### src/sv/qhms_pkg.sv
// Shared constants, command codes and types of the quantity histogram unit.
package qhms_pkg;

   // Table geometry.
   localparam int TABLE_ENTRIES = 16;
   localparam int QUANTITY_BITS = 16;

   // Fixed field widths of the transactions.
   localparam int QUANTITY_PORT_BITS = 16;
   localparam int COUNT_BITS         = 24;
   localparam int SUM_BITS           = 48;
   localparam int ENTRIES_PORT_BITS  = 5;

   // Derived widths: entry index, fill count, product and accumulator.
   localparam int IDX_BITS  = (TABLE_ENTRIES > 1) ? $clog2(TABLE_ENTRIES) : 1;
   localparam int USED_BITS = $clog2(TABLE_ENTRIES + 1);
   localparam int PROD_BITS = COUNT_BITS + QUANTITY_BITS;
   localparam int ACC_BITS  = ((PROD_BITS > SUM_BITS) ? PROD_BITS : SUM_BITS) + 1;

   // Saturation limits.
   localparam logic [COUNT_BITS-1:0] COUNT_MAX = '1;
   localparam logic [SUM_BITS-1:0]   SUM_MAX   = '1;

   // Command codes.
   localparam logic [1:0] CMD_ADD = 2'd0;
   localparam logic [1:0] CMD_MIN = 2'd1;
   localparam logic [1:0] CMD_MAX = 2'd2;

   // Controls from the sequencer to the multiply-accumulate unit.
   typedef struct packed {
      logic clear;
      logic mul_en;
      logic acc_en;
   } acc_ctrl_type;

endpackage

### src/sv/qhms_req_if.sv
// Request channel: command, quantity and take count with valid/ready.
interface qhms_req_if;
   logic                                     valid;
   logic                                     ready;
   logic [1:0]                               command;
   logic [qhms_pkg::QUANTITY_PORT_BITS-1:0]  quantity;
   logic [qhms_pkg::COUNT_BITS-1:0]          take_count;

   modport source (output valid, command, quantity, take_count, input ready);
   modport sink   (input valid, command, quantity, take_count, output ready);
endinterface

### src/sv/qhms_rsp_if.sv
// Response channel: selected sum, full flag and entry count with valid/ready.
interface qhms_rsp_if;
   logic                                    valid;
   logic                                    ready;
   logic [qhms_pkg::SUM_BITS-1:0]           sum;
   logic                                    table_full;
   logic [qhms_pkg::ENTRIES_PORT_BITS-1:0]  entries_used;

   modport source (output valid, sum, table_full, entries_used, input ready);
   modport sink   (input valid, sum, table_full, entries_used, output ready);
endinterface

### src/sv/quantity_histogram_min_max_sum_unit.sv
// Quantity histogram with min-sum and max-sum queries, one compare port over the table.
// Add: a scan of the stored entries for a match, an append step if none matches, then the
// response register. Query: one selection pass per distinct quantity taken, each a table
// scan followed by a multiply step and an accumulate step, plus one bare scan when the take
// count exceeds the stored total; all scans share the single table scan port and its compare.
// One transaction at a time; a finished response may wait while the next request runs.
// Synchronous reset empties the table (fill count 0) and clears the channels.
module quantity_histogram_min_max_sum_unit (
   input  logic        clock,
   input  logic        reset,
   qhms_req_if.sink    req,
   qhms_rsp_if.source  rsp
);

   // Sequencer states.
   localparam logic [2:0] ST_IDLE     = 3'd0;
   localparam logic [2:0] ST_ADD_SCAN = 3'd1;
   localparam logic [2:0] ST_ADD_END  = 3'd2;
   localparam logic [2:0] ST_SEL_SCAN = 3'd3;
   localparam logic [2:0] ST_SEL_MUL  = 3'd4;
   localparam logic [2:0] ST_SEL_ACC  = 3'd5;
   localparam logic [2:0] ST_OUT      = 3'd6;

   // Table storage.
   logic [qhms_pkg::QUANTITY_BITS-1:0] entry_quantity_ff [qhms_pkg::TABLE_ENTRIES];
   logic [qhms_pkg::COUNT_BITS-1:0]    entry_count_ff    [qhms_pkg::TABLE_ENTRIES];
   logic                               wr_en;
   logic [qhms_pkg::IDX_BITS-1:0]      wr_idx;
   logic [qhms_pkg::QUANTITY_BITS-1:0] wr_qty;
   logic [qhms_pkg::COUNT_BITS-1:0]    wr_cnt;

   // Control state.
   logic [2:0]                     state_ff, state_in;
   logic [qhms_pkg::USED_BITS-1:0] used_ff, used_in;

   // Working registers of one transaction.
   logic [qhms_pkg::IDX_BITS-1:0]      idx_ff, idx_in;
   logic                               is_max_ff, is_max_in;
   logic [qhms_pkg::QUANTITY_BITS-1:0] qty_ff, qty_in;
   logic [qhms_pkg::COUNT_BITS-1:0]    take_ff, take_in;
   logic [qhms_pkg::COUNT_BITS-1:0]    taken_ff, taken_in;
   logic                               have_last_ff, have_last_in;
   logic [qhms_pkg::QUANTITY_BITS-1:0] last_q_ff, last_q_in;
   logic                               best_valid_ff, best_valid_in;
   logic [qhms_pkg::QUANTITY_BITS-1:0] best_q_ff, best_q_in;
   logic [qhms_pkg::COUNT_BITS-1:0]    best_c_ff, best_c_in;
   logic                               full_ff, full_in;

   // Response register.
   logic                                      rsp_valid_ff, rsp_valid_in;
   logic [qhms_pkg::SUM_BITS-1:0]             rsp_sum_ff;
   logic                                      rsp_full_ff;
   logic [qhms_pkg::ENTRIES_PORT_BITS-1:0]    rsp_used_ff;
   logic                                      rsp_load;

   // Scan helpers.
   logic [qhms_pkg::QUANTITY_BITS-1:0]                              cur_q;
   logic [qhms_pkg::COUNT_BITS-1:0]                                 cur_c;
   logic                                                            idx_last;
   logic                                                            table_is_full;
   logic                                                            eligible;
   logic                                                            better;
   logic                                                            pick;
   logic [qhms_pkg::COUNT_BITS-1:0]                                 remaining;
   logic [qhms_pkg::COUNT_BITS-1:0]                                 take_now;
   logic [qhms_pkg::QUANTITY_BITS+qhms_pkg::QUANTITY_PORT_BITS-1:0] req_q_wide;

   // Multiply-accumulate unit.
   qhms_pkg::acc_ctrl_type         acc_ctrl;
   logic [qhms_pkg::SUM_BITS-1:0]  acc_total;

   qhms_acc u_acc (
      .clock    (clock),
      .ctrl     (acc_ctrl),
      .take     (take_now),
      .quantity (best_q_ff),
      .total    (acc_total)
   );

   // Read port of the table at the scan index.
   assign cur_q         = entry_quantity_ff[idx_ff];
   assign cur_c         = entry_count_ff[idx_ff];
   assign idx_last      = (qhms_pkg::USED_BITS'(idx_ff) + qhms_pkg::USED_BITS'(1)) == used_ff;
   assign table_is_full = used_ff == qhms_pkg::USED_BITS'(qhms_pkg::TABLE_ENTRIES);
   assign req_q_wide    = {{qhms_pkg::QUANTITY_BITS{1'b0}}, req.quantity};

   // Next extreme quantity beyond the last one taken, in the query's direction.
   assign eligible = !have_last_ff || (is_max_ff ? (cur_q < last_q_ff) : (cur_q > last_q_ff));
   assign better   = !best_valid_ff || (is_max_ff ? (cur_q > best_q_ff) : (cur_q < best_q_ff));
   assign pick     = eligible && better;

   // Occurrences taken from the selected quantity.
   assign remaining = take_ff - taken_ff;
   assign take_now  = (remaining < best_c_ff) ? remaining : best_c_ff;

   assign req.ready = (state_ff == ST_IDLE);

   // Sequencer.
   always_comb begin
      state_in      = state_ff;
      used_in       = used_ff;
      idx_in        = idx_ff;
      is_max_in     = is_max_ff;
      qty_in        = qty_ff;
      take_in       = take_ff;
      taken_in      = taken_ff;
      have_last_in  = have_last_ff;
      last_q_in     = last_q_ff;
      best_valid_in = best_valid_ff;
      best_q_in     = best_q_ff;
      best_c_in     = best_c_ff;
      full_in       = full_ff;
      wr_en         = 1'b0;
      wr_idx        = idx_ff;
      wr_qty        = qty_ff;
      wr_cnt        = cur_c;
      acc_ctrl      = '0;

      case (state_ff)
         ST_IDLE: begin
            if (req.valid) begin
               qty_in        = req_q_wide[qhms_pkg::QUANTITY_BITS-1:0];
               take_in       = req.take_count;
               is_max_in     = (req.command == qhms_pkg::CMD_MAX);
               idx_in        = '0;
               taken_in      = '0;
               have_last_in  = 1'b0;
               best_valid_in = 1'b0;
               full_in       = 1'b0;
               acc_ctrl.clear = 1'b1;
               case (req.command)
                  qhms_pkg::CMD_ADD: begin
                     state_in = (used_ff == '0) ? ST_ADD_END : ST_ADD_SCAN;
                  end
                  qhms_pkg::CMD_MIN, qhms_pkg::CMD_MAX: begin
                     if (used_ff == '0 || req.take_count == '0) begin
                        state_in = ST_OUT;
                     end else begin
                        state_in = ST_SEL_SCAN;
                     end
                  end
                  default: begin
                     state_in = ST_OUT;
                  end
               endcase
            end
         end

         // Look for a stored match; bump its count without wrapping.
         ST_ADD_SCAN: begin
            if (cur_q == qty_ff) begin
               wr_en    = 1'b1;
               wr_idx   = idx_ff;
               wr_qty   = cur_q;
               wr_cnt   = (cur_c == qhms_pkg::COUNT_MAX) ? cur_c : cur_c + 1'b1;
               state_in = ST_OUT;
            end else if (idx_last) begin
               state_in = ST_ADD_END;
            end else begin
               idx_in = idx_ff + 1'b1;
            end
         end

         // No match: append a new entry, or flag a full table.
         ST_ADD_END: begin
            if (table_is_full) begin
               full_in = 1'b1;
            end else begin
               wr_en   = 1'b1;
               wr_idx  = used_ff[qhms_pkg::IDX_BITS-1:0];
               wr_qty  = qty_ff;
               wr_cnt  = qhms_pkg::COUNT_BITS'(1);
               used_in = used_ff + 1'b1;
            end
            state_in = ST_OUT;
         end

         // One selection pass over the table.
         ST_SEL_SCAN: begin
            if (pick) begin
               best_valid_in = 1'b1;
               best_q_in     = cur_q;
               best_c_in     = cur_c;
            end
            if (idx_last) begin
               state_in = (best_valid_ff || pick) ? ST_SEL_MUL : ST_OUT;
            end else begin
               idx_in = idx_ff + 1'b1;
            end
         end

         // Multiply the selected quantity by the occurrences taken from it.
         ST_SEL_MUL: begin
            acc_ctrl.mul_en = 1'b1;
            taken_in        = taken_ff + take_now;
            state_in        = ST_SEL_ACC;
         end

         // Accumulate, then start the next pass unless enough is taken.
         ST_SEL_ACC: begin
            acc_ctrl.acc_en = 1'b1;
            if (taken_ff >= take_ff) begin
               state_in = ST_OUT;
            end else begin
               have_last_in  = 1'b1;
               last_q_in     = best_q_ff;
               best_valid_in = 1'b0;
               idx_in        = '0;
               state_in      = ST_SEL_SCAN;
            end
         end

         // Hand the result to the response register once it is free.
         ST_OUT: begin
            if (rsp_load) begin
               state_in = ST_IDLE;
            end
         end

         default: begin
            state_in = ST_IDLE;
         end
      endcase
   end

   // Control registers.
   always_ff @(posedge clock) begin
      if (reset) begin
         state_ff <= ST_IDLE;
         used_ff  <= '0;
      end else begin
         state_ff <= state_in;
         used_ff  <= used_in;
      end
   end

   // Working registers of the transaction in progress.
   always_ff @(posedge clock) begin
      idx_ff        <= idx_in;
      is_max_ff     <= is_max_in;
      qty_ff        <= qty_in;
      take_ff       <= take_in;
      taken_ff      <= taken_in;
      have_last_ff  <= have_last_in;
      last_q_ff     <= last_q_in;
      best_valid_ff <= best_valid_in;
      best_q_ff     <= best_q_in;
      best_c_ff     <= best_c_in;
      full_ff       <= full_in;
   end

   // Table write port.
   always_ff @(posedge clock) begin
      if (wr_en) begin
         entry_quantity_ff[wr_idx] <= wr_qty;
         entry_count_ff[wr_idx]    <= wr_cnt;
      end
   end

   // Response register, loaded when empty or being drained.
   assign rsp_load     = (state_ff == ST_OUT) && (!rsp_valid_ff || rsp.ready);
   assign rsp_valid_in = rsp_load || (rsp_valid_ff && !rsp.ready);

   always_ff @(posedge clock) begin
      if (reset) begin
         rsp_valid_ff <= 1'b0;
      end else begin
         rsp_valid_ff <= rsp_valid_in;
      end
   end

   always_ff @(posedge clock) begin
      if (rsp_load) begin
         rsp_sum_ff  <= acc_total;
         rsp_full_ff <= full_ff;
         rsp_used_ff <= qhms_pkg::ENTRIES_PORT_BITS'(used_ff);
      end
   end

   assign rsp.valid        = rsp_valid_ff;
   assign rsp.sum          = rsp_sum_ff;
   assign rsp.table_full   = rsp_full_ff;
   assign rsp.entries_used = rsp_used_ff;

   // The fill count never passes the table size.
   a_used_bound: assert property (@(posedge clock) disable iff (reset)
      used_ff <= qhms_pkg::USED_BITS'(qhms_pkg::TABLE_ENTRIES))
      else $error("fill count beyond table size");

   // The fill count grows by at most one entry per cycle and never shrinks.
   a_used_step: assert property (@(posedge clock) disable iff (reset)
      1'b1 |=> (used_ff == $past(used_ff)) || (used_ff == $past(used_ff) + 1'b1))
      else $error("fill count changed by more than one");

   // A dropped add is reported only with a full table.
   a_full_flag: assert property (@(posedge clock) disable iff (reset)
      rsp_valid_ff && rsp_full_ff |->
         rsp_used_ff == qhms_pkg::ENTRIES_PORT_BITS'(qhms_pkg::TABLE_ENTRIES))
      else $error("table_full with free entries");

   // An accepted request makes the unit busy in the next cycle.
   a_busy: assert property (@(posedge clock) disable iff (reset)
      req.valid && req.ready |=> !req.ready)
      else $error("request taken while busy");

endmodule

### src/sv/qhms_acc.sv
// Shared multiply-accumulate unit with saturation of the running sum.
module qhms_acc (
   input  logic                                clock,
   input  qhms_pkg::acc_ctrl_type              ctrl,
   input  logic [qhms_pkg::COUNT_BITS-1:0]     take,
   input  logic [qhms_pkg::QUANTITY_BITS-1:0]  quantity,
   output logic [qhms_pkg::SUM_BITS-1:0]       total
);

   logic [qhms_pkg::PROD_BITS-1:0] product_ff;
   logic [qhms_pkg::SUM_BITS-1:0]  total_ff;
   logic [qhms_pkg::SUM_BITS-1:0]  total_in;
   logic [qhms_pkg::ACC_BITS-1:0]  total_wide;

   // Clear the sum, or add the registered product and clamp at the largest sum.
   always_comb begin
      total_wide = qhms_pkg::ACC_BITS'(total_ff) + qhms_pkg::ACC_BITS'(product_ff);
      total_in   = total_ff;
      if (ctrl.clear) begin
         total_in = '0;
      end else if (ctrl.acc_en) begin
         if (total_wide > qhms_pkg::ACC_BITS'(qhms_pkg::SUM_MAX)) begin
            total_in = qhms_pkg::SUM_MAX;
         end else begin
            total_in = total_wide[qhms_pkg::SUM_BITS-1:0];
         end
      end
   end

   // The product is registered before it reaches the adder.
   always_ff @(posedge clock) begin
      if (ctrl.mul_en) begin
         product_ff <= qhms_pkg::PROD_BITS'(take) * qhms_pkg::PROD_BITS'(quantity);
      end
      total_ff <= total_in;
   end

   assign total = total_ff;

endmodule
### src/flat_wrapper.sv
// flat-port wrapper written by rule: the top's interface ports become plain ports
module quantity_histogram_min_max_sum_unit_flat 
  (clock, reset, req_valid, req_command, req_quantity, req_take_count, req_ready, rsp_valid, rsp_sum, rsp_table_full, rsp_entries_used, rsp_ready);
  qhms_req_if req_i ();
  qhms_rsp_if rsp_i ();
  input  logic clock;
  input  logic reset;
  input wire logic [$bits(req_i.valid)-1:0] req_valid;
  input wire logic [$bits(req_i.command)-1:0] req_command;
  input wire logic [$bits(req_i.quantity)-1:0] req_quantity;
  input wire logic [$bits(req_i.take_count)-1:0] req_take_count;
  output wire logic [$bits(req_i.ready)-1:0] req_ready;
  output wire logic [$bits(rsp_i.valid)-1:0] rsp_valid;
  output wire logic [$bits(rsp_i.sum)-1:0] rsp_sum;
  output wire logic [$bits(rsp_i.table_full)-1:0] rsp_table_full;
  output wire logic [$bits(rsp_i.entries_used)-1:0] rsp_entries_used;
  input wire logic [$bits(rsp_i.ready)-1:0] rsp_ready;
  assign req_i.valid = req_valid;
  assign req_i.command = req_command;
  assign req_i.quantity = req_quantity;
  assign req_i.take_count = req_take_count;
  assign req_ready = req_i.ready;
  assign rsp_valid = rsp_i.valid;
  assign rsp_sum = rsp_i.sum;
  assign rsp_table_full = rsp_i.table_full;
  assign rsp_entries_used = rsp_i.entries_used;
  assign rsp_i.ready = rsp_ready;
  quantity_histogram_min_max_sum_unit u_core (.clock(clock), .reset(reset), .req(req_i), .rsp(rsp_i));
endmodule
### config.mk
export PLATFORM = sky130hd
export DESIGN_NAME = quantity_histogram_min_max_sum_unit_flat
export DESIGN_NICKNAME = d
export VERILOG_FILES = /design/src/sv/qhms_pkg.sv /design/src/sv/qhms_req_if.sv /design/src/sv/qhms_rsp_if.sv /design/src/sv/quantity_histogram_min_max_sum_unit.sv /design/src/sv/qhms_acc.sv /design/src/flat_wrapper.sv
export SDC_FILE = /design/constraint.sdc
export NUM_CORES = 2
export LEC_CHECK = 0
export BUFFER_PORTS_ARGS = -buffer_cell sky130_fd_sc_hd__buf_2
export CORE_UTILIZATION = 30
export CTS_BUF_LIST = sky130_fd_sc_hd__clkbuf_16
export CTS_CLUSTER_DIAMETER = 60
export CTS_CLUSTER_SIZE = 28
export DETAILED_ROUTE_END_ITERATION = 7
export SETUP_SLACK_MARGIN = 0.05
export SLEW_MARGIN = 20
export SYNTH_ARGS = -nofsm -noshare
export SYNTH_HDL_FRONTEND = slang
export SYNTH_SLANG_ARGS = --single-unit
### constraint.sdc
create_clock -name clock -period 16.3 [get_ports clock]
set_input_delay 0.815 -clock clock [delete_from_list [all_inputs] [get_ports clock]]
set_output_delay 0.815 -clock clock [all_outputs]
set_load 0.01 [all_outputs]
==> insert_results.sql <==
INSERT INTO impl_metrics (metric_group, metric, value, unit) VALUES
('min_path', 'worst_hold_path_type', 'in -> reg', ''),
('synth', 'yosys_most_used_dff', 'sky130_fd_sc_hd__edfxtp_1', ''),
('finish', 'final_cells', '6715', ''),
('die', 'io_pins', '102', ''),
('setup_path', 'worstPathBufferInverterCount', '9', ''),
('clocking', 'cts_resized', '0', ''),
('synth', 'async_reset_ff_frac', '0', ''),
('timing', 'final_critical_path_time_including_i_o_delays_and_setup', '11.84', 'ns'),
('detailed_routing', 'route.detailed.wl_per_inst', '20.19', 'um'),
('synth', 'number_of_flops_mapped_to_enable_cells_by_yosys', '862', ''),
('detailed_routing', 'ant_nets', '0', ''),
('die', 'initial_core_util', '0.3027', ''),
('clocking', 'cts_root_buffer', 'sky130_fd_sc_hd__clkbuf_16', ''),
('synth', 'yosys.cell_count.top_type', 'sky130_fd_sc_hd__edfxtp_1', ''),
('synth', 'synthesis.area_per_instance', '12.83', 'um^2'),
('grt', 'antenna_found_initial', '5', ''),
('setup_path', 'worst-setup-path-type', 'reg -> reg', ''),
('run', 'drv.max_cap_violation_count', '0', ''),
('setup_path', 'critical_path.startpoint_type', 'flip-flop', ''),
('run_status', 'status', 'complete, no violations', ''),
('synth', 'syn-num-nets', '4831', ''),
('detailed_routing', 'routed_wirelength', '135600', 'um'),
('grt', 'pin_count_of_the_biggest_net_entering_global_routing', '49', ''),
('placement', 'place_area', '57410', 'um^2'),
('placement', 'dp.cells', '6567', ''),
('synth', 'seq_area_frac_synth', '0.5014', ''),
('detailed_routing', 'via_count', '33320', ''),
('synth', 'yosys_warnings', '0', ''),
('synth', 'yosys.area.top_type_share', '0.4788', ''),
('placement', 'gp_routability_congestion', '0.8710', ''),
('finish', 'layout.nets', '4908', ''),
('detailed_routing', 'post_drt_via_cell_ratio', '4.961', ''),
('grt', 'groute.usage.overall', '0.1487', ''),
('finish', 'final_std_cell_area_no_fill', '60370', 'um^2'),
('detailed_routing', 'drt_pre_antenna_iters', '5', ''),
('setup_path', 'worst-path-max-fanout', '16', ''),
('placement', 'post-dp-hpwl', '91720', 'um'),
('synth', 'post_synth_main_area_contributors', 'sky130_fd_sc_hd__edfxtp_1, sky130_fd_sc_hd__fa_1, sky130_fd_sc_hd__ha_1', ''),
('setup_path', 'critical_path_data_arrival_time', '12.25', 'ns'),
('clocking', 'clk_pin_slew_worst_paths', '0.08', 'ns'),
('clocking', 'level_count_of_the_clock_h_tree', '3', ''),
('timing', 'setup-tns-final', '0', 'ns'),
('die', 'die_area', '181900', 'um^2'),
('die', 'placementRows', '155', ''),
('timing', 'timing_hold_violations_final', '0', ''),
('placement', 'io_buffers', '101', ''),
('finish', 'final_util', '0.3380', ''),
('timing', 'fin_worst_skew', '0.05387', 'ns'),
('die', 'die_h', '426.5', 'um'),
('detailed_routing', 'drc', '0', ''),
('clocking', 'clk_latency', '0.73', 'ns'),
('clocking', 'clock_tree_from_tritoncts', 'done', ''),
('finish', 'final_layout_size_suffix_gt1_frac', '0.1191', ''),
('timing', 'rsz0062_at_grt', 'no', ''),
('synth', 'yosys_register_bits', '923', ''),
('grt', 'first_global_vias', '33570', ''),
('die', 'die_width', '426.5', 'um'),
('timing', 'slew_headroom', '0.1778', ''),
('setup_path', 'cpLargestDelayFamily', 'adder cells', ''),
('clocking', 'cts.path.max_buffers', '3', ''),
('detailed_routing', 'drt_iter0_markers', '2405', ''),
('setup_path', 'crit_path_top_delay_cell', 'sky130_fd_sc_hd__o311ai_0', ''),
('timing', 'setup_viol', '0', ''),
('clocking', 'post_cts_buffers', '0', ''),
('finish', 'area_delta_synth_final', '11.67', '%'),
('clocking', 'cts-buffers-inserted', '77', ''),
('synth', 'netlist_top_cells_count', 'sky130_fd_sc_hd__edfxtp_1, sky130_fd_sc_hd__inv_1, sky130_fd_sc_hd__nand2_1, sky130_fd_sc_hd__fa_1, sky130_fd_sc_hd__ha_1', ''),
('synth', 'synthesis.instances', '4215', ''),
('setup_path', 'critical_path_s_largest_stage_delay', '1.01', 'ns'),
('grt', 'globalRouteOverflowTotal', '0', ''),
('setup_path', 'worst_setup_path_end_kind', 'flip-flop', ''),
('synth', 'netlist-cell-type-count', '84', ''),
('setup_path', 'cp.required', '16.72', 'ns'),
('timing', 'worst_max_slew_pin_slew', '1.218', 'ns'),
('clocking', 'cts_hold_buf', '0', ''),
('die', 'core_region_area', '178600', 'um^2'),
('grt', 'first_pass_grt_wire_length', '206500', 'um'),
('synth', 'netlist.top_cell.by_area', 'sky130_fd_sc_hd__edfxtp_1', ''),
('timing', 'pins_over_their_slew_limit', '0', ''),
('timing', 'finalCritPeriodShare', '0.7263', ''),
('synth', 'mappedNetlistArea', '54060', 'um^2'),
('timing', 'fmax', '84.47', 'MHz'),
('clocking', 'cts.sink_count', '923', '');
## final timing paths
kind / startpoint / to / slack (ns) / cells after the start
hold / removal: req_quantity[0] / u_core.qty_ff[0]$_DFFE_PP_ / 0.27 / 1
setup reg to reg: u_core.take_ff[0]$_DFFE_PP_ / u_core.u_acc.product_ff[33]$_DFFE_PP_ / 4.46 / 42
setup / recovery: u_core.take_ff[0]$_DFFE_PP_ / u_core.u_acc.product_ff[33]$_DFFE_PP_ / 4.46 / 42
hold reg to reg: u_core.full_ff$_DFFE_PP_ / u_core.rsp.table_full$_DFFE_PP_ / 0.44 / 0
## cells in the final DEF, fill, tap and decap left out, drive strengths merged, types with 81 or more instances in the layout
cell,Yosys,layout
a21oi,184,184
fa,309,309
edfxtp,862,862
inv,482,510
nor2,207,207
o21ai,135,135
nand2,381,381
mux2i,81,81
buf,49,179
ha,261,261
xnor2,97,97
mux4,148,148
and2,128,128
## layer usage
metal,vias up,part of all wire,GRT usage,wire [um]
met5,-,0.000089,0,12
li1,15320,-,-,-
met1,16890,0.43,0.1933,58020
met4,2,0.025,0.03769,3366
met3,180,0.052,0.02176,6998
met2,932,0.50,0.2580,67150
## cells by family (layout without fill, tap and decap cells)
group / after synthesis / after routing / share of synthesized area
AND/OR/NAND/NOR: 1005 / 1005 / 0.08860
buffers and inverters: 667 / 809 / 0.04951
AO/OA/AOI/OAI: 663 / 663 / 0.08078
adder cells (fa/ha/maj): 570 / 570 / 0.1748
flip-flops: 923 / 923 / 0.5014
XOR/XNOR: 148 / 148 / 0.02398
multiplexers: 239 / 239 / 0.08089
other: 0 / 3 / 0
## through the flow
step           hold slack, ns  setup slack (ns)
2_1_floorplan          0.4003             6.060
3_3_place_gp           0.4180             4.413
3_5_place_dp           0.4196             4.234
4_1_cts                0.2109             4.165
5_1_grt                0.2204             3.570
6_report               0.2665             4.462
## flip-flops by register name, indices dropped and copies added (netlist names), 3 cells and up, named ones only
| signal | flops |
|---|---|
| u_core.last_q_ff | 16 |
| u_core.best_q_ff | 16 |
| u_core.take_ff | 24 |
| u_core.u_acc.total | 48 |
| u_core.used_ff | 5 |
| u_core.entry_count_ff | 384 |
| u_core.entry_quantity_ff | 256 |
| u_core.state_ff | 3 |
| u_core.taken_ff | 24 |
| u_core.u_acc.product_ff | 40 |
| u_core.best_c_ff | 24 |
| u_core.idx_ff | 4 |
| u_core.qty_ff | 16 |
| u_core.rsp.entries_used | 5 |
| u_core.rsp.sum | 48 |
## final cells by class
cell class / count / area (um^2)
Fill cell: 17350 / 118200
Sequential cell: 923 / 27120
Multi-Input combinational cell: 2625 / 24450
Tap cell: 2355 / 2947
Clock buffer: 78 / 1952
Inverter: 486 / 1824
Timing Repair Buffer: 179 / 1095
Clock inverter: 66 / 974.7
Antenna cell: 3 / 7.507
Power is left out: the tool's default activity adds up to more than one toggle a clock period on the data nets, which glitch-free logic cannot reach.
